===== src/sv/mcr_pkg.sv =====
`timescale 1ns / 1ps
// ---------------------------------------------------------------------------
// mcr_pkg
// Shared types and constants of the MIDI controller / RPN store.
// ---------------------------------------------------------------------------
package mcr_pkg;

  localparam int VOICES_DEF      = 32;
  localparam int SETS_DEF        = 8;
  localparam int CONTROLLERS_DEF = 134;

  localparam int CTRL_W = 8;
  localparam int SET_W  = 3;
  localparam int CH_W   = 4;
  localparam int VAL_W  = 16;
  localparam int SLOT_W = 5;
  localparam int BR_W   = 5;
  localparam int CV_W   = 7;
  localparam int ACT_W  = 6;
  localparam int SC_W   = SET_W + CH_W;
  localparam int CA_W   = SC_W + CTRL_W;
  localparam int EA_W   = CH_W + CTRL_W;

  localparam logic [CTRL_W-1:0] CC_DATA_MSB = 8'd6;
  localparam logic [CTRL_W-1:0] CC_DEC      = 8'd96;
  localparam logic [CTRL_W-1:0] CC_INC      = 8'd97;
  localparam logic [CTRL_W-1:0] CC_RPN_LSB  = 8'd100;
  localparam logic [CTRL_W-1:0] CC_RPN_MSB  = 8'd101;
  localparam logic [BR_W-1:0]   MAX_BEND    = 5'd24;
  localparam logic [ACT_W-1:0]  ACTIVE_RST  = 6'd32;

  typedef enum logic [1:0] {
    CMD_WR7  = 2'd0,
    CMD_WR14 = 2'd1,
    CMD_BIND = 2'd2,
    CMD_READ = 2'd3
  } cmd_t;

  typedef enum logic [1:0] {
    ST_OK      = 2'd0,
    ST_ABSENT  = 2'd1,
    ST_INVALID = 2'd2
  } status_t;

  typedef enum logic [1:0] {
    K_BIND  = 2'd0,
    K_READ  = 2'd1,
    K_WRITE = 2'd2
  } kind_t;

  typedef struct packed {
    kind_t             kind;
    status_t           status;
    logic              fx;
    logic [SET_W-1:0]  set_idx;
    logic [CH_W-1:0]   ch;
    logic              two_ops;
    logic [CTRL_W-1:0] c0;
    logic [CV_W-1:0]   v0;
    logic [CTRL_W-1:0] c1;
    logic [CV_W-1:0]   v1;
    logic [SLOT_W-1:0] slot;
    logic              slot_ok;
    logic              bind_on;
  } item_t;

  typedef struct packed {
    logic              kind;
    logic [SLOT_W-1:0] voice_index;
    logic              bend_range_set;
    logic [BR_W-1:0]   bend_range;
    logic [CV_W-1:0]   read_value;
    logic              dirty_mark;
    logic [1:0]        status;
    logic              last;
  } res_t;

  typedef enum logic [3:0] {
    S_CLEAR, S_IDLE, S_FETCH, S_LATCH, S_OP, S_RPN_L, S_RPN_M, S_RPN_EVAL,
    S_WRITE, S_SCAN, S_FINAL
  } state_t;

endpackage


===== src/sv/mcr_fifo.sv =====
`timescale 1ns / 1ps
// ---------------------------------------------------------------------------
// mcr_fifo
// Two-entry queue of checked items between front and back.
// ---------------------------------------------------------------------------
module mcr_fifo (
  input  logic            clk,
  input  logic            rst_n,
  input  logic            push_valid,
  output logic            push_ready,
  input  mcr_pkg::item_t  push_item,
  output logic            pop_valid,
  input  logic            pop,
  output mcr_pkg::item_t  pop_item
);
  import mcr_pkg::*;

  item_t      mem_r [2];
  logic       wp_r;
  logic       rp_r;
  logic [1:0] cnt_r;
  logic       do_push;
  logic       do_pop;

  assign push_ready = cnt_r != 2'd2;
  assign pop_valid  = cnt_r != 2'd0;
  assign pop_item   = mem_r[rp_r];
  assign do_push    = push_valid && push_ready;
  assign do_pop     = pop && pop_valid;

  always_ff @(posedge clk) begin
    if (do_push) mem_r[wp_r] <= push_item;
    if (!rst_n) begin
      wp_r  <= 1'b0;
      rp_r  <= 1'b0;
      cnt_r <= 2'd0;
    end else begin
      if (do_push) wp_r <= !wp_r;
      if (do_pop) rp_r <= !rp_r;
      cnt_r <= cnt_r + 2'(do_push) - 2'(do_pop);
    end
  end

endmodule


===== config.mk =====
export PLATFORM = sky130hd
export DESIGN_NAME = mcr_fifo
export DESIGN_NICKNAME = d
export VERILOG_FILES = /design/src/sv/mcr_pkg.sv /design/src/sv/mcr_fifo.sv
export SDC_FILE = /design/constraint.sdc
export NUM_CORES = 1
export LEC_CHECK = 0
export ABC_AREA = 1
export BUFFER_PORTS_ARGS = -buffer_cell sky130_fd_sc_hd__buf_2
export CORE_ASPECT_RATIO = 0.9
export CORE_UTILIZATION = 47
export DETAILED_ROUTE_END_ITERATION = 6
export PLACE_DENSITY = 0.77
export SLEW_MARGIN = 20
export SYNTH_ARGS = -nofsm -noshare
export SYNTH_HDL_FRONTEND = slang
export SYNTH_SLANG_ARGS = --single-unit

===== constraint.sdc =====
create_clock -name clk -period 3.9 [get_ports clk]
set_input_delay 0.975 -clock clk [delete_from_list [all_inputs] [get_ports clk]]
set_output_delay 0.975 -clock clk [all_outputs]
set_load 0.05 [all_outputs]

==> metrics.txt <==
WP data required 2.92 ns; total congestion overflow after global routing 0; cts hold-fix bufs 0; DRC viols 0; Sink Count about 110; portion of the clock cycle consumed by the worst path in the final layout 74.6%; Initial Utilization 49.6%; power after layout 0.00344 W; overall routing resource usage 14.3%; Most used DFF post-synth edfxtp_1; Clock Tree Buf Depth 2; clock latency reported for the late side of the worst-skew pair 0.36 ns; quantity of gates resized following cts 0; IO buf count 105; number of max-cap violations 0; critical path class reg -> out; via count of the first global-routing pass 1988; number of nets at the end of the flow 359; Syn Nets 247; path type of the worst min-delay path reg -> reg; part of the Yosys area used for sequential elements between 70% and 80%; fraction of layout cells with a size suffix above 1 57.0%; final routed wirelength across all metal layers 6.16 mm; n_diodes 0; core region area 8260 sq um; Storage cell area approximately 3100 sq um; standby leakage power 1.94 nW; post-synthesis register bit count 105; max frequency approximately 0.34 GHz; number of buffers created by CTS 9; signed area change from the synthesized netlist to the final layout 19.1%; Critical Path Start Type flop; DRC violation total after the first TritonRoute iteration 56; data arrival time of the critical path 1.94 ns; global-route wire length before repair 9.51 mm; routed wire length per instance around 15 um; Root Buffer Master clkbuf_8; number of rows created at floorplan 31; TritonCTS clock tree built; netlist area before placement 4100 sq um; list of most frequent post-synthesis cells edfxtp_1 (100), mux2_4 (50), nand2_1 (11), nor2_1 (8), inv_1 (7); Yosys top cell by area edfxtp_1; Unique masters post-synth 13; die span in x 100 um; Period minus WS final 2.91 ns; slew at the pin with the worst max-slew slack 0.935 ns; dominant cells by area after synthesis edfxtp_1 (73%), mux2_4 (18%), buf_12 (2.4%); largest net degree at the start of global routing 51; async set or reset register ratio after synthesis 0%; worst setup skew after layout ~0.011 ns; area of the die 9100 sq um; worst hold-check slack between 0.5 and 0.6 ns; average cell area after synthesis 21.4 sq um; Detailed Place HPWL 4.03 mm; total setup buffers inserted after CTS 0; number of nets with antenna violations after routing 0; Die H 90.6 um; count of warnings emitted by yosys 0; final weighted congestion of routability-driven global placement 0.648; RSZ-0062 raised after global routing false; number of synthesized flops with an enable pin 100; critical-path maximum fanout 50; final setup violating endpoints 0; Post-Route Utilization 59.1%; clock-pin slew on the worst setup and hold paths 0.09 ns; outcome complete, no violations; final hold violations 0; power density normalized to cell area 704 nW/um^2; count of mapped cells out of synthesis 192; vias after detailed routing a little under 2000; Synth top area share between 70% and 80%; mean number of vias per cell 4.65; tightest slew margin relative to the limit 37.7%; final setup TNS 0 ns; Fillers ~630; H-tree level count 3; CP endpoint kind output pin; number of antenna violations at the first check in global routing 0; I/O pin count 106; worst vdd rail ir drop 0.367 mV; total area of multi-input combinational cells 875 sq um; most common cell in the netlist edfxtp_1; Slew Viols, Final 0; number of detailed-route iterations in the first pass 4
[state kept, by name, indices dropped and copies added (netlist names), named ones only]
signal / cells
cnt_r: 2
mem_r: 100
wp_r: 1
rp_r: 1
[critical path, stage by stage, from the launching register on]
cell and delay [ns]:
dfxtp_4 0.94, mux2_4 0.36, buf_2 0.21
[cells in the final DEF, fill, tap and decap left out]
master	instances
nand2_1	11
nor2_2	1
xnor2_1	1
clkbuf_8	9
edfxtp_1	100
nor2_4	2
inv_6	1
dfxtp_1	4
clkinv_1	1
a21oi_1	1
clkinvlp_4	1
clkinv_4	2
nand3_1	1
buf_2	105
inv_1	7
inv_8	1
ha_1	1
nor2_1	6
buf_4	1
mux2_4	50
clkinv_2	1
buf_12	1
dfxtp_4	1
[per-layer routing]
layer | GRT usage [%] | vias to the layer above | share of wire [%]
li1 | - | 945 | -
met3 | 4.72 | 7 | 6.0
met5 | 0 | - | 0
met1 | 16.8 | 945 | 41
met2 | 24.0 | 73 | 51
met4 | 5.80 | 0 | 1.3
[through the flow]
stage          cell area (sq um)  instances  setup slack, ns
2_1_floorplan               4100        192            0.164
3_3_place_gp                4700        408             1.36
3_5_place_dp                4700        408             1.35
4_1_cts                     4880        424            0.945
5_1_grt                     4880        424            0.890
6_report                    4880        424            0.989
[power breakdown]
| part | internal, W | switching (W) | leakage (nW) | total [W] |
|---|---|---|---|---|
| clock network | 0.000238 | 0.000357 | 0.0892 | 0.000594 |
| registers | 0.00143 | 0.000128 | 0.976 | 0.00156 |
| logic | 0.000431 | 0.000851 | 0.872 | 0.00128 |
[layout make-up]
class | instances | area share [%]
clock buffers | 9 | 2.54
multi-input cells | 74 | 17.9
clock inverters | 7 | 1.10
repair buffers | 107 | 11.3
inverters | 7 | 0.538
flip-flops and latches | 105 | 63.6
well taps | 115 | 2.95
[kinds of logic after synthesis]
kind of cell | after synthesis | share of synthesized area [%]
AO/OA/AOI/OAI | 1 | 0.122
XOR/XNOR | 1 | 0.214
adder cells (fa/ha/maj) | 1 | 0.305
buffers and inverters | 13 | 3.36
flip-flops | 105 | 75.7
multiplexers | 50 | 18.3
AND/OR/NAND/NOR | 21 | 2.01
[worst paths after layout]
| check | slack [ns] | cells past startpoint | from | to |
|---|---|---|---|---|
| max | 0.99 | 2 | flop | pop_item[45] |
| min reg2reg | 0.52 | 2 | rp_r$_SDFFE_PN0P_ | rp_r$_SDFFE_PN0P_ |
| max reg2reg | 2.02 | 5 | cnt_r[0]$_SDFF_PN0_ | mem_r[1][30]$_DFFE_PP_ |
| min | 0.52 | 2 | rp_r$_SDFFE_PN0P_ | rp_r$_SDFFE_PN0P_ |
No activity file was read; power rests on OpenSTA's default activity.
