[src/sv/mcr_pkg.sv]
`timescale 1ns / 1ps
// ---------------------------------------------------------------------------
// mcr_pkg
// Shared types and constants of the MIDI controller / RPN store.
// ---------------------------------------------------------------------------
package mcr_pkg;

  localparam int VOICES_DEF      = 32;
  localparam int SETS_DEF        = 8;
  localparam int CONTROLLERS_DEF = 134;

  localparam int CTRL_W = 8;
  localparam int SET_W  = 3;
  localparam int CH_W   = 4;
  localparam int VAL_W  = 16;
  localparam int SLOT_W = 5;
  localparam int BR_W   = 5;
  localparam int CV_W   = 7;
  localparam int ACT_W  = 6;
  localparam int SC_W   = SET_W + CH_W;
  localparam int CA_W   = SC_W + CTRL_W;
  localparam int EA_W   = CH_W + CTRL_W;

  localparam logic [CTRL_W-1:0] CC_DATA_MSB = 8'd6;
  localparam logic [CTRL_W-1:0] CC_DEC      = 8'd96;
  localparam logic [CTRL_W-1:0] CC_INC      = 8'd97;
  localparam logic [CTRL_W-1:0] CC_RPN_LSB  = 8'd100;
  localparam logic [CTRL_W-1:0] CC_RPN_MSB  = 8'd101;
  localparam logic [BR_W-1:0]   MAX_BEND    = 5'd24;
  localparam logic [ACT_W-1:0]  ACTIVE_RST  = 6'd32;

  typedef enum logic [1:0] {
    CMD_WR7  = 2'd0,
    CMD_WR14 = 2'd1,
    CMD_BIND = 2'd2,
    CMD_READ = 2'd3
  } cmd_t;

  typedef enum logic [1:0] {
    ST_OK      = 2'd0,
    ST_ABSENT  = 2'd1,
    ST_INVALID = 2'd2
  } status_t;

  typedef enum logic [1:0] {
    K_BIND  = 2'd0,
    K_READ  = 2'd1,
    K_WRITE = 2'd2
  } kind_t;

  typedef struct packed {
    kind_t             kind;
    status_t           status;
    logic              fx;
    logic [SET_W-1:0]  set_idx;
    logic [CH_W-1:0]   ch;
    logic              two_ops;
    logic [CTRL_W-1:0] c0;
    logic [CV_W-1:0]   v0;
    logic [CTRL_W-1:0] c1;
    logic [CV_W-1:0]   v1;
    logic [SLOT_W-1:0] slot;
    logic              slot_ok;
    logic              bind_on;
  } item_t;

  typedef struct packed {
    logic              kind;
    logic [SLOT_W-1:0] voice_index;
    logic              bend_range_set;
    logic [BR_W-1:0]   bend_range;
    logic [CV_W-1:0]   read_value;
    logic              dirty_mark;
    logic [1:0]        status;
    logic              last;
  } res_t;

  typedef enum logic [3:0] {
    S_CLEAR, S_IDLE, S_FETCH, S_LATCH, S_OP, S_RPN_L, S_RPN_M, S_RPN_EVAL,
    S_WRITE, S_SCAN, S_FINAL
  } state_t;

endpackage

[src/sv/mcr_if.sv]
`timescale 1ns / 1ps
// ---------------------------------------------------------------------------
// mcr_in_if / mcr_out_if
// Valid/ready channels for command items and result items.
// ---------------------------------------------------------------------------
interface mcr_in_if;
  logic        valid;
  logic        ready;
  logic [1:0]  command;
  logic [7:0]  controller;
  logic [3:0]  channel;
  logic        channel_absent;
  logic [2:0]  set_index;
  logic        fx_set;
  logic [15:0] value;
  logic [4:0]  voice_slot;
  logic        bind_valid;

  modport source (output valid, command, controller, channel, channel_absent, set_index,
                  fx_set, value, voice_slot, bind_valid, input ready);
  modport sink (input valid, command, controller, channel, channel_absent, set_index,
                fx_set, value, voice_slot, bind_valid, output ready);
endinterface


[src/sv/mcr_front.sv]
`timescale 1ns / 1ps
// ---------------------------------------------------------------------------
// mcr_front
// Accepts command items, checks them and splits 14-bit writes.
// ---------------------------------------------------------------------------
module mcr_front #(
  parameter int VOICES      = mcr_pkg::VOICES_DEF,
  parameter int SETS        = mcr_pkg::SETS_DEF,
  parameter int CONTROLLERS = mcr_pkg::CONTROLLERS_DEF
) (
  mcr_in_if.sink          in_ch,
  input  logic            busy,
  input  logic            push_ready,
  output logic            push_valid,
  output mcr_pkg::item_t  push_item
);
  import mcr_pkg::*;

  logic [CTRL_W-1:0] c;
  logic [CV_W-1:0]   hi;
  logic [CV_W-1:0]   lo;
  logic              bad;
  item_t             it;

  assign in_ch.ready = push_ready && !busy;
  assign push_valid  = in_ch.valid && !busy;
  assign push_item   = it;

  always_comb begin
    c   = in_ch.controller;
    hi  = in_ch.value[13:7];
    lo  = in_ch.value[6:0];
    bad = ({1'b0, c} >= 9'(CONTROLLERS)) ||
          (!in_ch.fx_set && ({2'b0, in_ch.set_index} >= 5'(SETS)));
    it         = '0;
    it.fx      = in_ch.fx_set;
    it.set_idx = in_ch.set_index;
    it.ch      = in_ch.channel;
    it.slot    = in_ch.voice_slot;
    it.slot_ok = {2'b0, in_ch.voice_slot} < 7'(VOICES);
    it.bind_on = in_ch.bind_valid;
    it.c0      = c;
    it.v0      = lo;
    it.status  = ST_OK;
    unique case (cmd_t'(in_ch.command))
      CMD_BIND: it.kind = K_BIND;
      CMD_READ: it.kind = K_READ;
      default:  it.kind = K_WRITE;
    endcase
    if (cmd_t'(in_ch.command) != CMD_BIND) begin
      if (in_ch.channel_absent) it.status = ST_ABSENT;
      else if (bad) it.status = ST_INVALID;
    end
    if (cmd_t'(in_ch.command) == CMD_WR14) begin
      if (c < 8'd64) begin
        it.c0      = {3'b0, c[4:0]};
        it.v0      = hi;
        it.c1      = {3'b001, c[4:0]};
        it.v1      = lo;
        it.two_ops = 1'b1;
      end else if (c == 8'd128 || c == 8'd129 || c == 8'd132 || c == 8'd133) begin
        it.c0      = {c[7:1], 1'b0};
        it.v0      = hi;
        it.c1      = {c[7:1], 1'b1};
        it.v1      = lo;
        it.two_ops = 1'b1;
      end else begin
        it.v0 = hi;
      end
    end
  end

endmodule

[src/flat_wrapper.sv]
// flat-port wrapper written by rule: the top's interface ports become plain ports
module mcr_front_flat import mcr_pkg::*;
#(
  parameter int VOICES      = mcr_pkg::VOICES_DEF,
  parameter int SETS        = mcr_pkg::SETS_DEF,
  parameter int CONTROLLERS = mcr_pkg::CONTROLLERS_DEF
)
  (busy, push_ready, push_valid, push_item, in_ch_valid, in_ch_command, in_ch_controller, in_ch_channel, in_ch_channel_absent, in_ch_set_index, in_ch_fx_set, in_ch_value, in_ch_voice_slot, in_ch_bind_valid, in_ch_ready);
  mcr_in_if in_ch_i ();
  input  logic busy;
  input  logic push_ready;
  output logic push_valid;
  output mcr_pkg::item_t push_item;
  input wire logic [$bits(in_ch_i.valid)-1:0] in_ch_valid;
  input wire logic [$bits(in_ch_i.command)-1:0] in_ch_command;
  input wire logic [$bits(in_ch_i.controller)-1:0] in_ch_controller;
  input wire logic [$bits(in_ch_i.channel)-1:0] in_ch_channel;
  input wire logic [$bits(in_ch_i.channel_absent)-1:0] in_ch_channel_absent;
  input wire logic [$bits(in_ch_i.set_index)-1:0] in_ch_set_index;
  input wire logic [$bits(in_ch_i.fx_set)-1:0] in_ch_fx_set;
  input wire logic [$bits(in_ch_i.value)-1:0] in_ch_value;
  input wire logic [$bits(in_ch_i.voice_slot)-1:0] in_ch_voice_slot;
  input wire logic [$bits(in_ch_i.bind_valid)-1:0] in_ch_bind_valid;
  output wire logic [$bits(in_ch_i.ready)-1:0] in_ch_ready;
  assign in_ch_i.valid = in_ch_valid;
  assign in_ch_i.command = in_ch_command;
  assign in_ch_i.controller = in_ch_controller;
  assign in_ch_i.channel = in_ch_channel;
  assign in_ch_i.channel_absent = in_ch_channel_absent;
  assign in_ch_i.set_index = in_ch_set_index;
  assign in_ch_i.fx_set = in_ch_fx_set;
  assign in_ch_i.value = in_ch_value;
  assign in_ch_i.voice_slot = in_ch_voice_slot;
  assign in_ch_i.bind_valid = in_ch_bind_valid;
  assign in_ch_ready = in_ch_i.ready;
  mcr_front #(.VOICES(VOICES), .SETS(SETS), .CONTROLLERS(CONTROLLERS)) u_core (.in_ch(in_ch_i), .busy(busy), .push_ready(push_ready), .push_valid(push_valid), .push_item(push_item));
endmodule
[config.mk]
export PLATFORM = sky130hd
export DESIGN_NAME = mcr_front_flat
export DESIGN_NICKNAME = d
export VERILOG_FILES = /design/src/sv/mcr_pkg.sv /design/src/sv/mcr_if.sv /design/src/sv/mcr_front.sv /design/src/flat_wrapper.sv
export SDC_FILE = /design/constraint.sdc
export NUM_CORES = 1
export LEC_CHECK = 0
export BUFFER_PORTS_ARGS = -buffer_cell sky130_fd_sc_hd__buf_2
export CORE_ASPECT_RATIO = 0.75
export CORE_UTILIZATION = 27
export DETAILED_ROUTE_END_ITERATION = 7
export PLACE_DENSITY = 0.85
export SYNTH_ARGS = -nofsm -noshare
export SYNTH_HDL_FRONTEND = slang
export SYNTH_SLANG_ARGS = --single-unit
[constraint.sdc]
create_clock -name vclk -period 1.1
set_input_delay 0.165 -clock vclk [all_inputs]
set_output_delay 0.165 -clock vclk [all_outputs]
set_load 0.03 [all_outputs]
==> impl_metrics.json, run 1 <==
{
  "hp-class": "primary input to output port",
  "synth_area_um2": 500,
  "core_um2": 1740,
  "drv_cap": 0,
  "finalHoldViolations": 0,
  "grt_max_degree": 7,
  "fillerInstances": 134,
  "grtUsageMet1": 0.185,
  "crit_start": "in_ch_controller[6]",
  "crit_fanout": 6,
  "instances_no_fill": 139,
  "cp_top_family": "buffers and inverters",
  "slew_viol_final": 0,
  "cpMostUsedCell": "buf_6",
  "synth.largest_area_cell": "buf_4",
  "cpMaxStageDelayCell": "nor4b_4",
  "cp-end-kind": "output port",
  "syn_nets": 108,
  "pin_count": 96,
  "grt.busiest_layer": "met2",
  "fmax_mhz": 704,
  "initialDrtViolationCount": 6,
  "die_h_um": 39.3,
  "yosysWarnings": 0,
  "violations": "setup timing",
  "final_cell_area_um2": 1110,
  "drc": 0,
  "max_stage_delay_ns": 0.30,
  "path_class": "primary input to output port",
  "met2_usage": 0.367,
  "antenna_found_initial": 0,
  "grt_util_met3": 0.00775,
  "fin_nets": 163,
  "setup_slack_ns": -0.321,
  "gp_congestion": 0.661,
  "yosys.area.top_type_share": 0.300,
  "fp.dieW_um": 51.7,
  "track_usage": 0.170,
  "dp.cells": 137,
  "crit_path_start_kind": "primary input",
  "dpl_cell_area_um2": 782,
  "detail-route-antenna-nets": 0,
  "multi_input_area_um2": 433,
  "leakagePower_nw": 0.600,
  "ff_latch_area_um2": 0,
  "required_ns": 0.94,
  "fin_crit_ns": 1.42,
  "post-route-period-util": 1.29,
  "seq_cell_count": 0,
  "synth.avg_cell_area_um2": 7.82,
  "synth.area.top_cells": "buf_4 30%, mux2_2 16%, nor2b_1 13%",
  "outcome": "complete, but fails checks",
  "syn_inst": 64,
  "synth_cell_types": 20,
  "yosysSeqAreaShare": 0,
  "peakVddDrop_mv": 0.286,
  "dp_worst_setup_slack_ns": -0.355,
  "first_global_vias": 597,
  "crit_buf_inv": 4,
  "die_area_um2": 2030,
  "port_buffers": 64,
  "grt-ovfl-total": 0,
  "setup_tns_ns": -5.34,
  "avgViaCountPerCell": 4.48,
  "wl_per_cell_um": 13.2,
  "place_hpwl_um": 1240,
  "min_from": "in_ch_bind_valid",
  "row_count": 13,
  "fin_hold_ws_ns": 0.330,
  "areaGrowthSynthToFinish_pct": 121,
  "dr.pass1.iters": 4,
  "n_antenna_cell": 0,
  "grt_pass1_wl_um": 2580,
  "crit_arrival_ns": 1.26,
  "vias": 623,
  "path_cells": "buf_8 -> buf_6 -> nor4b_4 -> buf_4 -> and2b_2 -> buf_6",
  "nClkBuffers": 0,
  "pwr_density_cell_nw_per_um2": 423,
  "setup_violations": 25,
  "initial_utilization": 0.288,
  "drive_gt1_frac": 0.897,
  "routed_wl_um": 1840,
  "rsz0062_at_grt": "yes"
}
-- area by class of cell --
type	count	area share
repair buffers	76	0.570
multi-input cells	37	0.391
well taps	22	0.0249
inverters	4	0.0136
-- cell usage in the layout (no fill, tap or decap), types with 2 or more instances in the layout --
| cell | count |
|---|---|
| and2_4 | 4 |
| buf_2 | 35 |
| buf_6 | 34 |
| and2_1 | 2 |
| mux2_4 | 7 |
| nor2b_4 | 9 |
| inv_2 | 2 |
| inv_1 | 2 |
| nand2_4 | 2 |
| nor2b_1 | 2 |
| conb_1 | 2 |
| buf_4 | 5 |
-- metrics by stage --
step           utilization  power (mW)
6_report             0.636       0.468
5_1_grt              0.636       0.489
4_1_cts              0.609       0.444
3_5_place_dp         0.449       0.352
3_3_place_gp         0.449       0.344
2_1_floorplan            -       0.322
-- per-layer routing --
metal	routed length, um	vias to the layer above
met5	0	-
met4	6	0
met3	132	4
met2	1120	40
met1	579	291
li1	-	288
-- cells by family after synthesis --
group                  after synthesis  synth area share
AOI/OAI and AO/OA                    2            0.0650
other                                2            0.0150
muxes                                7             0.158
and+or+nand+nor                     26             0.395
buffers and inverters               27             0.367
-- report_power, final --
group          switching [mW]  internal [mW]  total, mW
registers                   0              0          0
clock network               0              0          0
logic                   0.243          0.225      0.468
total                   0.243          0.225      0.468
-- path summary, 6_finish.rpt --
path | endpoint | depth (start not counted)
worst max-delay path | push_item[34] | 6
worst min-delay path | push_item[0] | 0
-- synth_stat cells --
| master | instances |
|---|---|
| buf_4 | 20 |
| nor2b_1 | 10 |
| mux2_2 | 7 |
| inv_1 | 4 |
| and2_1 | 3 |
| and2_2 | 3 |
| nand2_1 | 3 |
| conb_1 | 2 |
| a21oi_1 | 1 |
| a41oi_4 | 1 |
| and2b_2 | 1 |
| buf_2 | 1 |
| clkbuf_1 | 1 |
| dlygate4sd3_1 | 1 |
| nand2b_1 | 1 |
| nand3b_1 | 1 |
| nand4_1 | 1 |
| nor2b_2 | 1 |
| nor4_4 | 1 |
| nor4b_4 | 1 |
-- timing repair --
item                                    CTS  global route
endpoints found under the setup margin   25            25
pin swaps                                 1             6
hold buffers                              0             0
resized for setup                        75            18
setup buffers                             4             1
(Power assumes the default switching activity.)
==> run 2: changes to the inputs <==
--- a/config.mk
+++ b/config.mk
@@ -6,7 +6,6 @@
 export NUM_CORES = 1
 export LEC_CHECK = 0
 export BUFFER_PORTS_ARGS = -buffer_cell sky130_fd_sc_hd__buf_2
-export CORE_ASPECT_RATIO = 0.75
 export CORE_UTILIZATION = 27
 export DETAILED_ROUTE_END_ITERATION = 7
 export PLACE_DENSITY = 0.85
==> impl_metrics.json, run 2 (synthesis results as in run 1) <==
{
  "fin_hold_ws_ns": 0.330,
  "grt_max_degree": 8,
  "fmax_mhz": 695,
  "setup_slack_ns": -0.339,
  "post-route-period-util": 1.31,
  "dp_worst_setup_slack_ns": -0.431,
  "ctsHoldBuffers": 0,
  "totalPowerFinal_mw": 0.473,
  "leakagePower_nw": 0.599,
  "areaGrowthSynthToFinish_pct": 121,
  "crit_start": "in_ch_controller[5]",
  "slew_viol_final": 0,
  "final_common_cell": "buf_2",
  "rsz0062_at_grt": "yes",
  "routed_wl_um": 2090,
  "avgViaCountPerCell": 4.51,
  "min_from": "in_ch_voice_slot[2]",
  "grt_pass1_wl_um": 2900,
  "detail-route-antenna-nets": 0,
  "grt-ovfl-total": 0,
  "pin_count": 96,
  "track_usage": 0.189,
  "layout_common_cells": "34 x buf_2, 30 x buf_6, 9 x nor2b_4",
  "seq_cell_count": 0,
  "core_um2": 1730,
  "path_class": "primary input to output port",
  "peakVddDrop_mv": 0.256,
  "drive_gt1_frac": 0.889,
  "drv_cap": 0,
  "drc": 0,
  "n_antenna_cell": 0,
  "dr.pass1.iters": 1,
  "die_h_um": 45.1,
  "setup_violations": 24,
  "pwr_density_cell_nw_per_um2": 427,
  "vias": 640,
  "wl_per_cell_um": 14.7,
  "antenna_found_initial": 0,
  "finalHoldViolations": 0,
  "crit_arrival_ns": 1.27,
  "gp_congestion": 0.746,
  "crit_fanout": 6,
  "crit_path_start_kind": "primary input",
  "row_count": 15,
  "port_buffers": 64,
  "fin_nets": 163,
  "violations": "setup timing",
  "required_ns": 0.94,
  "cp-end-kind": "output port",
  "outcome": "complete, but fails checks",
  "initialDrtViolationCount": 0,
  "first_global_vias": 632,
  "hp-class": "primary input to output port",
  "initial_utilization": 0.290,
  "ff_latch_area_um2": 0,
  "fin_crit_ns": 1.44,
  "die_area_um2": 2030,
  "fp.dieW_um": 45.1,
  "nClkBuffers": 0,
  "place_hpwl_um": 1440
}
run 2: through the flow:
stage	TNS, ns	instance area [um^2]	util	cells
floorplan	-4.48	528	-	64
finish	-5.06	1110	0.641	142
global placement	-7.60	786	0.455	140
CTS	-4.98	1080	0.624	141
global route	-6.13	1110	0.641	142
detailed placement	-8.82	786	0.455	140
run 2: worst max-delay path, cell delays in order:
cell and delay, ns:
buf_8 0.10, nor4_4 0.39, a41oi_4 0.18, buf_6 0.19, nor2b_4 0.11, buf_6 0.13
run 2: layout make-up:
cell class,instances,area (um^2)
Fill cell,148,619
Inverter,4,15.0
Tap cell,25,31.3
Timing Repair Buffer,76,628
Multi-Input combinational cell,37,433
run 2: worst paths after layout:
check	endpoint	cells past startpoint
setup / recovery	push_item[8]	6
hold / removal	push_item[4]	0
run 2: timing repair:
item | CTS | global route
setup buffers | 2 | 1
endpoints found under the setup margin | 25 | 25
hold endpoints to repair | 0 | 0
resized for setup | 83 | 6
pin swaps | 9 | 2
run 2: layer usage:
metal | track usage | vias up | share of wire
met4 | 0.0424 | 0 | 0.0029
met1 | 0.181 | 304 | 0.31
met3 | 0.0480 | 2 | 0.11
met2 | 0.391 | 48 | 0.57
met5 | 0 | - | 0
li1 | - | 286 | -
run 2: power breakdown:
group          switching [mW]  total [mW]  internal, mW
registers                   0           0             0
clock network               0           0             0
logic                   0.245       0.473         0.228
total                   0.245       0.473         0.228
==> run 3: changes to the inputs <==
--- a/config.mk
+++ b/config.mk
@@ -8,7 +8,9 @@
 export BUFFER_PORTS_ARGS = -buffer_cell sky130_fd_sc_hd__buf_2
 export CORE_UTILIZATION = 27
 export DETAILED_ROUTE_END_ITERATION = 7
+export MAX_ROUTING_LAYER = met4
 export PLACE_DENSITY = 0.85
 export SYNTH_ARGS = -nofsm -noshare
 export SYNTH_HDL_FRONTEND = slang
 export SYNTH_SLANG_ARGS = --single-unit
+export TNS_END_PERCENT = 10
==> impl_metrics.json, run 3 (synthesis results as in run 1) <==
{
  "dpl_cell_area_um2": 796,
  "setup_tns_ns": -4.43,
  "path_class": "primary input to output port",
  "avgViaCountPerCell": 4.35,
  "final_cell_area_um2": 1010,
  "dp_worst_setup_slack_ns": -0.379,
  "pwr-share-clk": 0,
  "crit_fanout": 3,
  "die_h_um": 45.1,
  "pwr_density_cell_nw_per_um2": 415,
  "core_um2": 1730,
  "detail-route-antenna-nets": 0,
  "required_ns": 0.94,
  "grt.busiest_layer": "met2",
  "ff_latch_area_um2": 0,
  "seq_cell_count": 0,
  "multi_input_area_um2": 372,
  "die_area_um2": 2030,
  "finalHoldViolations": 0,
  "instances_no_fill": 143,
  "initial_utilization": 0.290,
  "drv_cap": 0,
  "pin_count": 96,
  "areaGrowthSynthToFinish_pct": 101,
  "first_global_vias": 523,
  "layout_common_cells": "41 x buf_2, 21 x buf_6, 11 x buf_4",
  "met2_usage": 0.284,
  "pwr-share-seq": 0,
  "combPwrFrac": 1.000,
  "ctsHoldBuffers": 0,
  "totalPowerFinal_mw": 0.418,
  "drc": 0,
  "fin_nets": 164,
  "outcome": "complete, but fails checks",
  "crit_arrival_ns": 1.20,
  "wl_per_cell_um": 12.0,
  "row_count": 15,
  "n_antenna_cell": 0,
  "swShare": 0.547,
  "gp_congestion": 0.698,
  "routed_wl_um": 1720,
  "vias": 622,
  "dr.pass1.iters": 4,
  "peakVddDrop_mv": 0.195,
  "leakagePower_nw": 0.544,
  "rsz0062_at_grt": "yes",
  "setup_violations": 26,
  "post-route-period-util": 1.24,
  "fmax_mhz": 731,
  "violations": "setup timing",
  "dp.cells": 141,
  "crit_path_start_kind": "primary input",
  "fillerInstances": 145,
  "slew_viol_final": 0,
  "port_buffers": 64,
  "grt_max_degree": 10,
  "grtUsageMet1": 0.152,
  "nClkBuffers": 0,
  "grt_util_met3": 0.00800,
  "switchingPower_mw": 0.229,
  "drive_gt1_frac": 0.864,
  "cp-end-kind": "output port",
  "setup_slack_ns": -0.268,
  "intPower_mw": 0.189,
  "place_hpwl_um": 1290,
  "grt-ovfl-total": 0,
  "fp.dieW_um": 45.1,
  "initialDrtViolationCount": 7,
  "antenna_found_initial": 0,
  "track_usage": 0.139,
  "grt_pass1_wl_um": 2110,
  "fin_crit_ns": 1.37,
  "final_common_cell": "buf_2",
  "hp-class": "primary input to output port"
}
## run 3: cell types whose count changed in the layout (fill, tap and decap cells not counted), sizes merged
cell  previous run  this run
buf             76        77
## run 3: per-layer routing
| layer | share of wire | wire, um |
|---|---|---|
| met3 | 0.13 | 229 |
| met5 | 0 | 0 |
| met4 | 0 | 0 |
| met1 | 0.34 | 590 |
| met2 | 0.52 | 899 |
## run 3: path summary, 6_finish.rpt
path	from	endpoint	depth (start not counted)
max	in_ch_controller[5]	push_item[29]	6
min	in_ch_set_index[0]	push_item[42]	0
## run 3: through the flow
stage	hold slack (ns)	util
global placement	0.330	0.461
global route	0.330	0.583
finish	0.330	0.583
floorplan	0.393	-
detailed placement	0.330	0.461
CTS	0.330	0.553
## run 3: area by class of cell
cell class         instances  area share
inverters                  4      0.0149
multi-input cells         37       0.369
repair buffers            77       0.585
well taps                 25      0.0311
## run 3: repair_timing
item                       in CTS  in global routing
cloned                          0                  0
resized for setup              48                 10
hold endpoints to repair        0                  0
pin swaps                       4                  4
setup endpoints to repair      25                 25
buffers inserted                0                  2
## run 3: worst max-delay path: stages
cell	delay, ns
buf_8	0.10
nor4_4	0.33
buf_4	0.17
nand4_1	0.12
and2_1	0.18
buf_6	0.14
## run 3: power by group through the flow
stage,clock network [mW],logic [mW],registers (mW)
finish,0,0.418,0
global route,0,0.438,0
CTS,0,0.398,0
detailed placement,0,0.357,0
global placement,0,0.353,0
floorplan,0,0.319,0
